### config.mk
export PLATFORM = sky130hd
export DESIGN_NAME = mgi_ctrl
export DESIGN_NICKNAME = d
export VERILOG_FILES = /design/src/rtl/mgi_pkg.sv /design/src/rtl/mgi_ctrl.sv
export SDC_FILE = /design/constraint.sdc
export NUM_CORES = 1
export LEC_CHECK = 0
export ABC_CLOCK_PERIOD_IN_PS = 2000
export BUFFER_PORTS_ARGS = -buffer_cell sky130_fd_sc_hd__buf_2
export CAP_MARGIN = 10
export CORE_ASPECT_RATIO = 0.8
export CORE_MARGIN = 4
export CORE_UTILIZATION = 54
export CTS_CLUSTER_DIAMETER = 200
export DETAILED_ROUTE_END_ITERATION = 8
export GPL_TIMING_DRIVEN = 0
export PLACE_DENSITY = 0.78
export SYNTH_ARGS = -nofsm -noshare
export SYNTH_HDL_FRONTEND = slang
export SYNTH_SLANG_ARGS = --single-unit
### constraint.sdc
create_clock -name clk_i -period 2 [get_ports clk_i]
set_input_delay 0.2 -clock clk_i [delete_from_list [all_inputs] [get_ports clk_i]]
set_output_delay 0.2 -clock clk_i [all_outputs]
set_load 0.05 [all_outputs]
### src/rtl/mgi_pkg.sv
// ----------------------------------------------------------------------------
// mgi_pkg
// Shared types and constants of the multilinear grid interpolator.
// ----------------------------------------------------------------------------
`default_nettype none

package mgi_pkg;

  localparam int unsigned Dims         = 4;
  localparam int unsigned PointsPerDim = 8;
  localparam int unsigned NumFields    = 4;
  localparam int unsigned TablePoints  = 4096;
  localparam int unsigned TableSlots   = 4;
  localparam int unsigned TableDepth   = TablePoints * TableSlots;
  localparam int unsigned AddrW        = $clog2(TableDepth);
  localparam int unsigned PointW       = $clog2(TablePoints);
  localparam int unsigned DimW         = (Dims > 1) ? $clog2(Dims) : 1;
  localparam int unsigned CornerW      = Dims;
  localparam int unsigned FieldW       = 2;
  localparam int unsigned CellW        = $clog2(PointsPerDim);
  localparam int unsigned CfgIdxW      = 3;
  localparam int unsigned AccW         = 56;

  typedef enum logic [CfgIdxW-1:0] {
    CfgMin0 = 3'd0, CfgMin1 = 3'd1, CfgMin2 = 3'd2, CfgMin3 = 3'd3,
    CfgInv0 = 3'd4, CfgInv1 = 3'd5, CfgInv2 = 3'd6, CfgInv3 = 3'd7
  } cfg_idx_e;

  typedef enum logic {
    OpLoad = 1'b0,
    OpEval = 1'b1
  } op_e;

  typedef enum logic [2:0] {
    StIdle, StMap, StCorner, StDrain, StEmit
  } state_e;

  // Controller to datapath commands.
  typedef struct packed {
    logic             load_wr;
    logic             capture;
    logic             map_en;
    logic [DimW-1:0]  map_dim;
    logic             weight_en;
    logic [DimW-1:0]  weight_dim;
    logic             corner_rd;
    logic [CornerW-1:0] corner;
    logic             acc_clear;
    logic             acc_en;
    logic             emit;
    logic [FieldW-1:0] emit_field;
  } ctrl_t;

endpackage

`default_nettype wire

### src/rtl/mgi_ctrl.sv
// ----------------------------------------------------------------------------
// mgi_ctrl
// Sequencer: maps the coordinates, walks corners and field slots, then drains and emits the fields.
// ----------------------------------------------------------------------------
`default_nettype none

module mgi_ctrl (
  input  wire logic          clk_i,
  input  wire logic          rst_ni,
  input  wire logic          start,
  input  wire logic          op_i,
  output logic               busy,
  output mgi_pkg::ctrl_t     ctrl_o
);

  // Per corner: Dims weight steps, then NumFields reads and accumulates.
  localparam int unsigned StepW = 4;

  mgi_pkg::state_e state_q, state_d;
  logic [StepW-1:0] step_q, step_d;
  logic [mgi_pkg::CornerW-1:0] corner_q, corner_d;
  logic [mgi_pkg::DimW-1:0] dim_q, dim_d;
  logic [2:0] drain_q, drain_d;
  logic acc_v_q;
  logic [mgi_pkg::FieldW-1:0] acc_f_q;
  logic [mgi_pkg::FieldW-1:0] field_q, field_d;

  localparam logic [StepW-1:0] LastWStep = StepW'(mgi_pkg::Dims - 1);
  localparam logic [StepW-1:0] LastStep  = StepW'(mgi_pkg::Dims + mgi_pkg::NumFields - 1);

  always_comb begin
    state_d  = state_q;
    step_d   = step_q;
    corner_d = corner_q;
    dim_d    = dim_q;
    drain_d  = drain_q;
    field_d  = field_q;
    unique case (state_q)
      mgi_pkg::StIdle: begin
        if (start && op_i == mgi_pkg::OpEval) begin
          state_d = mgi_pkg::StMap;
          dim_d   = '0;
        end
      end
      mgi_pkg::StMap: begin
        if (dim_q == mgi_pkg::DimW'(mgi_pkg::Dims - 1)) begin
          state_d  = mgi_pkg::StCorner;
          step_d   = '0;
          corner_d = '0;
        end else begin
          dim_d = dim_q + 1'b1;
        end
      end
      mgi_pkg::StCorner: begin
        if (step_q == LastStep) begin
          step_d = '0;
          if (corner_q == '1) begin
            state_d = mgi_pkg::StDrain;
            drain_d = '0;
          end else begin
            corner_d = corner_q + 1'b1;
          end
        end else begin
          step_d = step_q + 1'b1;
        end
      end
      mgi_pkg::StDrain: begin
        drain_d = drain_q + 1'b1;
        if (drain_q == 3'd2) begin
          state_d = mgi_pkg::StEmit;
          field_d = '0;
        end
      end
      mgi_pkg::StEmit: begin
        field_d = field_q + 1'b1;
        if (field_q == mgi_pkg::FieldW'(mgi_pkg::NumFields - 1)) begin
          state_d = mgi_pkg::StIdle;
        end
      end
      default: state_d = mgi_pkg::StIdle;
    endcase
  end

  always_comb begin
    ctrl_o            = '0;
    ctrl_o.corner     = corner_q;
    ctrl_o.map_dim    = dim_q;
    ctrl_o.weight_dim = step_q[mgi_pkg::DimW-1:0];
    ctrl_o.emit_field = field_q;
    ctrl_o.acc_en     = acc_v_q;
    // The accumulated field is the one read earlier, held in acc_f_q.
    ctrl_o.emit_field = (state_q == mgi_pkg::StEmit) ? field_q : acc_f_q;
    unique case (state_q)
      mgi_pkg::StIdle: begin
        ctrl_o.load_wr   = start && op_i == mgi_pkg::OpLoad;
        ctrl_o.capture   = start && op_i == mgi_pkg::OpEval;
        ctrl_o.acc_clear = start && op_i == mgi_pkg::OpEval;
      end
      mgi_pkg::StMap:    ctrl_o.map_en = 1'b1;
      mgi_pkg::StCorner: begin
        ctrl_o.weight_en = step_q <= LastWStep;
        ctrl_o.corner_rd = step_q > LastWStep;
      end
      mgi_pkg::StDrain:  ;
      mgi_pkg::StEmit:   ctrl_o.emit = 1'b1;
      default: ;
    endcase
  end

  assign busy = state_q != mgi_pkg::StIdle;

  always_ff @(posedge clk_i or negedge rst_ni) begin
    if (!rst_ni) begin
      state_q  <= mgi_pkg::StIdle;
      step_q   <= '0;
      corner_q <= '0;
      dim_q    <= '0;
      drain_q  <= '0;
      field_q  <= '0;
      acc_v_q  <= 1'b0;
      acc_f_q  <= '0;
    end else begin
      state_q  <= state_d;
      step_q   <= step_d;
      corner_q <= corner_d;
      dim_q    <= dim_d;
      drain_q  <= drain_d;
      field_q  <= field_d;
      // acc_en is raised while the read data sits in rd_q, ahead of the product register.
      acc_v_q  <= state_q == mgi_pkg::StCorner && step_q > LastWStep;
      acc_f_q  <= mgi_pkg::FieldW'(step_q - StepW'(mgi_pkg::Dims));
    end
  end

endmodule

`default_nettype wire

==> out/qor.csv <==
stage,metric,value,unit
synthesis,ys_seq_area_frac,0.435,
final_layout,area_growth,20.4,%
clocking,clk-insertion-delay-late,0.31,ns
synthesis,synth_top_area_share,0.435,
floorplan,die_w,60.9,microns
final_layout,fin_area,1450,sq um
timing,fin_tns_setup,0,ns
synthesis,ys_ff_latch,21,
power_and_ir_drop,pwr-share-seq,0.649,
timing,rsz0062_at_grt,no,
power_and_ir_drop,irDropWorstVdd,0.501,mV
route,vias,1014,
setup_path,startpoint_type,flop,
clocking,cts_tree,built,
route,dr.first_iter.drc_count,35,
timing,slew_violations,0,
final_layout,drive_above_1_share,0.291,
synthesis,yosysUniqueCellTypes,32,
clocking,cts_sinks,21,
floorplan,die_area,3060,sq um
timing,skew,0.00566,ns
power_and_ir_drop,p_sw,0.000151,W
route,viasPerCell,5.54,
status,outcome,"complete, no violations",
place,place_area,1370,sq um
synthesis,synth_edf_count,0,
synthesis,synthCells,131,
hold_path,hp-start,start,
route,wl_per_cell,13.4,microns
power_and_ir_drop,intPower,0.000504,W
hold_path,hold_path_class,in -> reg,
setup_path,cp.required,1.80,ns
timing,tightestPinTransition,0.471,ns
global_route,antenna_found_initial,0,
global_route,grt_pass1_vias,1007,
synthesis,synth_nets,141,
global_route,grt_pass1_wl,4300,microns
timing,period_needed,1.94,ns
synthesis,synth_area_leaders,"dfrtp_1, nand2_1, ha_1, mux2i_1, nor2_1",
setup_path,cp.arrival,1.74,ns
final_layout,fill_cells,182,
setup_path,end_kind,output pin,
place,numPortBuffers,22,
route,ant_nets,0,
route,drtPass1Iterations,4,
final_layout,mostFrequentLayoutCells,"nand2_1, dfrtp_1, buf_2",
setup_path,crit_path_start,state_q[0],
power_and_ir_drop,p_per_area,450,nW/um^2
floorplan,start_util,0.564,
power_and_ir_drop,p_sw_frac,0.230,
timing,hold_violations,0,
power_and_ir_drop,p_clk_frac,0.327,
place,gp_congestion,0.780,
floorplan,row_count,15,
global_route,grt_util_all_layers,0.187,
synthesis,postSynth.asyncResetShare,1.00,
route,finalWirelength,2450,microns
final_layout,layout.nets,169,
synthesis,synth_ff_type,dfrtp_1,
synthesis,syn_area,1210,sq um
timing,slew_headroom,0.686,
timing,period_share,0.969,
setup_path,crit_type,reg -> out,
global_route,grt_max_degree,22,
setup_path,path_max_fanout,10,
floorplan,ios,23,
timing,finalSetupViolCount,0,
clocking,root_buffer,clkbuf_4,
power_and_ir_drop,combPwrFrac,0.024,
clocking,clockBufferDepth,2,
clocking,clk_pin_slew,0.12,ns
route,drc,0,
global_route,overflow,0,
flow_run,drv_cap,0,
floorplan,die_y,50.3,microns
synthesis,yosysTopAreaCell,dfrtp_1,
clocking,htree_num_levels,1,
final_layout,layout_commonest_cell,nand2_1,
synthesis,yosys_warnings,0,
setup_path,r2r-start,state_q[0],
synthesis,postSynthAreaPerCell,9.22,sq um
power_and_ir_drop,p_leak,0.752,nW
place,post-dp-hpwl,1820,microns
final_layout,diodes,0,
floorplan,fp.coreArea,2140,sq um
clocking,cts_buffers,3,
timing,clock.fmax,516,MHz
==> routing by layer <==
layer,global-route usage,vias up,routed length (microns)
met1,0.227,480,1050
met5,0,-,0
met4,0.0650,0,31
li1,-,499,-
met2,0.313,31,1210
met3,0.0514,4,163
==> power by group through the flow <==
| stage | Sequential, W | Clock [W] | Combinational [W] |
|---|---|---|---|
| after global placement | 0.000433 | 0 | 0.0000144 |
| after floorplan | 0.000433 | 0 | 0.00000212 |
| after global routing | 0.000425 | 0.000237 | 0.0000184 |
| final | 0.000424 | 0.000214 | 0.0000155 |
| after detailed placement | 0.000433 | 0 | 0.0000148 |
| after CTS | 0.000425 | 0.000218 | 0.0000164 |
==> cell families (layout without fill, tap and decap cells) <==
logic type,after synthesis,in the layout,share of synthesized area
DFF,21,21,0.435
adders and majority gates,6,6,0.0622
AOI/OAI and AO/OA,23,23,0.132
and+or+nand+nor,59,59,0.244
muxes,7,7,0.0591
buffers and inverters,15,42,0.0684
==> through the flow <==
step                cells  hold slack, ns   util  total power, W  setup slack, ns
floorplan             131         -0.0956      -        0.000435          -0.0222
global placement      178           0.181  0.641        0.000447            0.290
detailed placement    178           0.183  0.641        0.000447            0.244
CTS                   182           0.251  0.668        0.000659         0.000989
global route          183           0.277  0.680        0.000680          0.00125
finish                183           0.259  0.680        0.000654           0.0629
==> Yosys cell counts (all sizes together), types with 3 or more instances <==
master / n
mux2i: 6
ha: 6
buf: 8
o21ai: 5
nor2b: 7
inv: 6
nand3: 6
nand2: 22
and2: 3
a21oi: 6
dfrtp: 21
a21o: 3
o22ai: 3
nor2: 12
==> area by class of cell <==
cell class,instances,area (sq um),area share
Sequential cell,21,527,0.362
Multi-Input combinational cell,95,627,0.431
Timing Repair Buffer,25,165,0.114
Inverter,6,22.5,0.0155
Buffer,7,53.8,0.0370
Clock inverter,1,5.00,0.00344
Clock buffer,3,22.5,0.0155
Tap cell,25,31.3,0.0215
==> critical path, stage by stage (launching register included) <==
cell	delay (ns)
dfrtp_2	0.46
buf_4	0.18
or3_4	0.40
nor3b_2	0.21
buf_6	0.18
==> worst paths after layout <==
kind                               endpoint  cells past startpoint  slack (ns)
min in group asynchronous       corner_q[1]                      2        0.36
max in group asynchronous        state_q[0]                      2        1.30
worst min-delay path             state_q[0]                      3        0.26
worst min register to register   acc_f_q[1]                      0        0.49
worst max-delay path             ctrl_o[17]                      4        0.06
worst max register to register    step_q[3]                      5        0.30
==> registers in the layout (all words and copies together), names as in the netlist <==
name,flops
step_q,4
state_q,3
dim_q,2
acc_f_q,2
field_q,2
acc_v_q,1
corner_q,4
drain_q,3
==> repair_timing <==
| action | in CTS | in global routing |
|---|---|---|
| hold endpoints to repair | 21 | 0 |
| pin swaps | 1 | 1 |
| gates resized for setup | 9 | 6 |
| setup buffers | 0 | 2 |
| hold buffers | 1 | 0 |
| endpoints found under the setup margin | 5 | 7 |
Power figures use the tool's default switching activity.
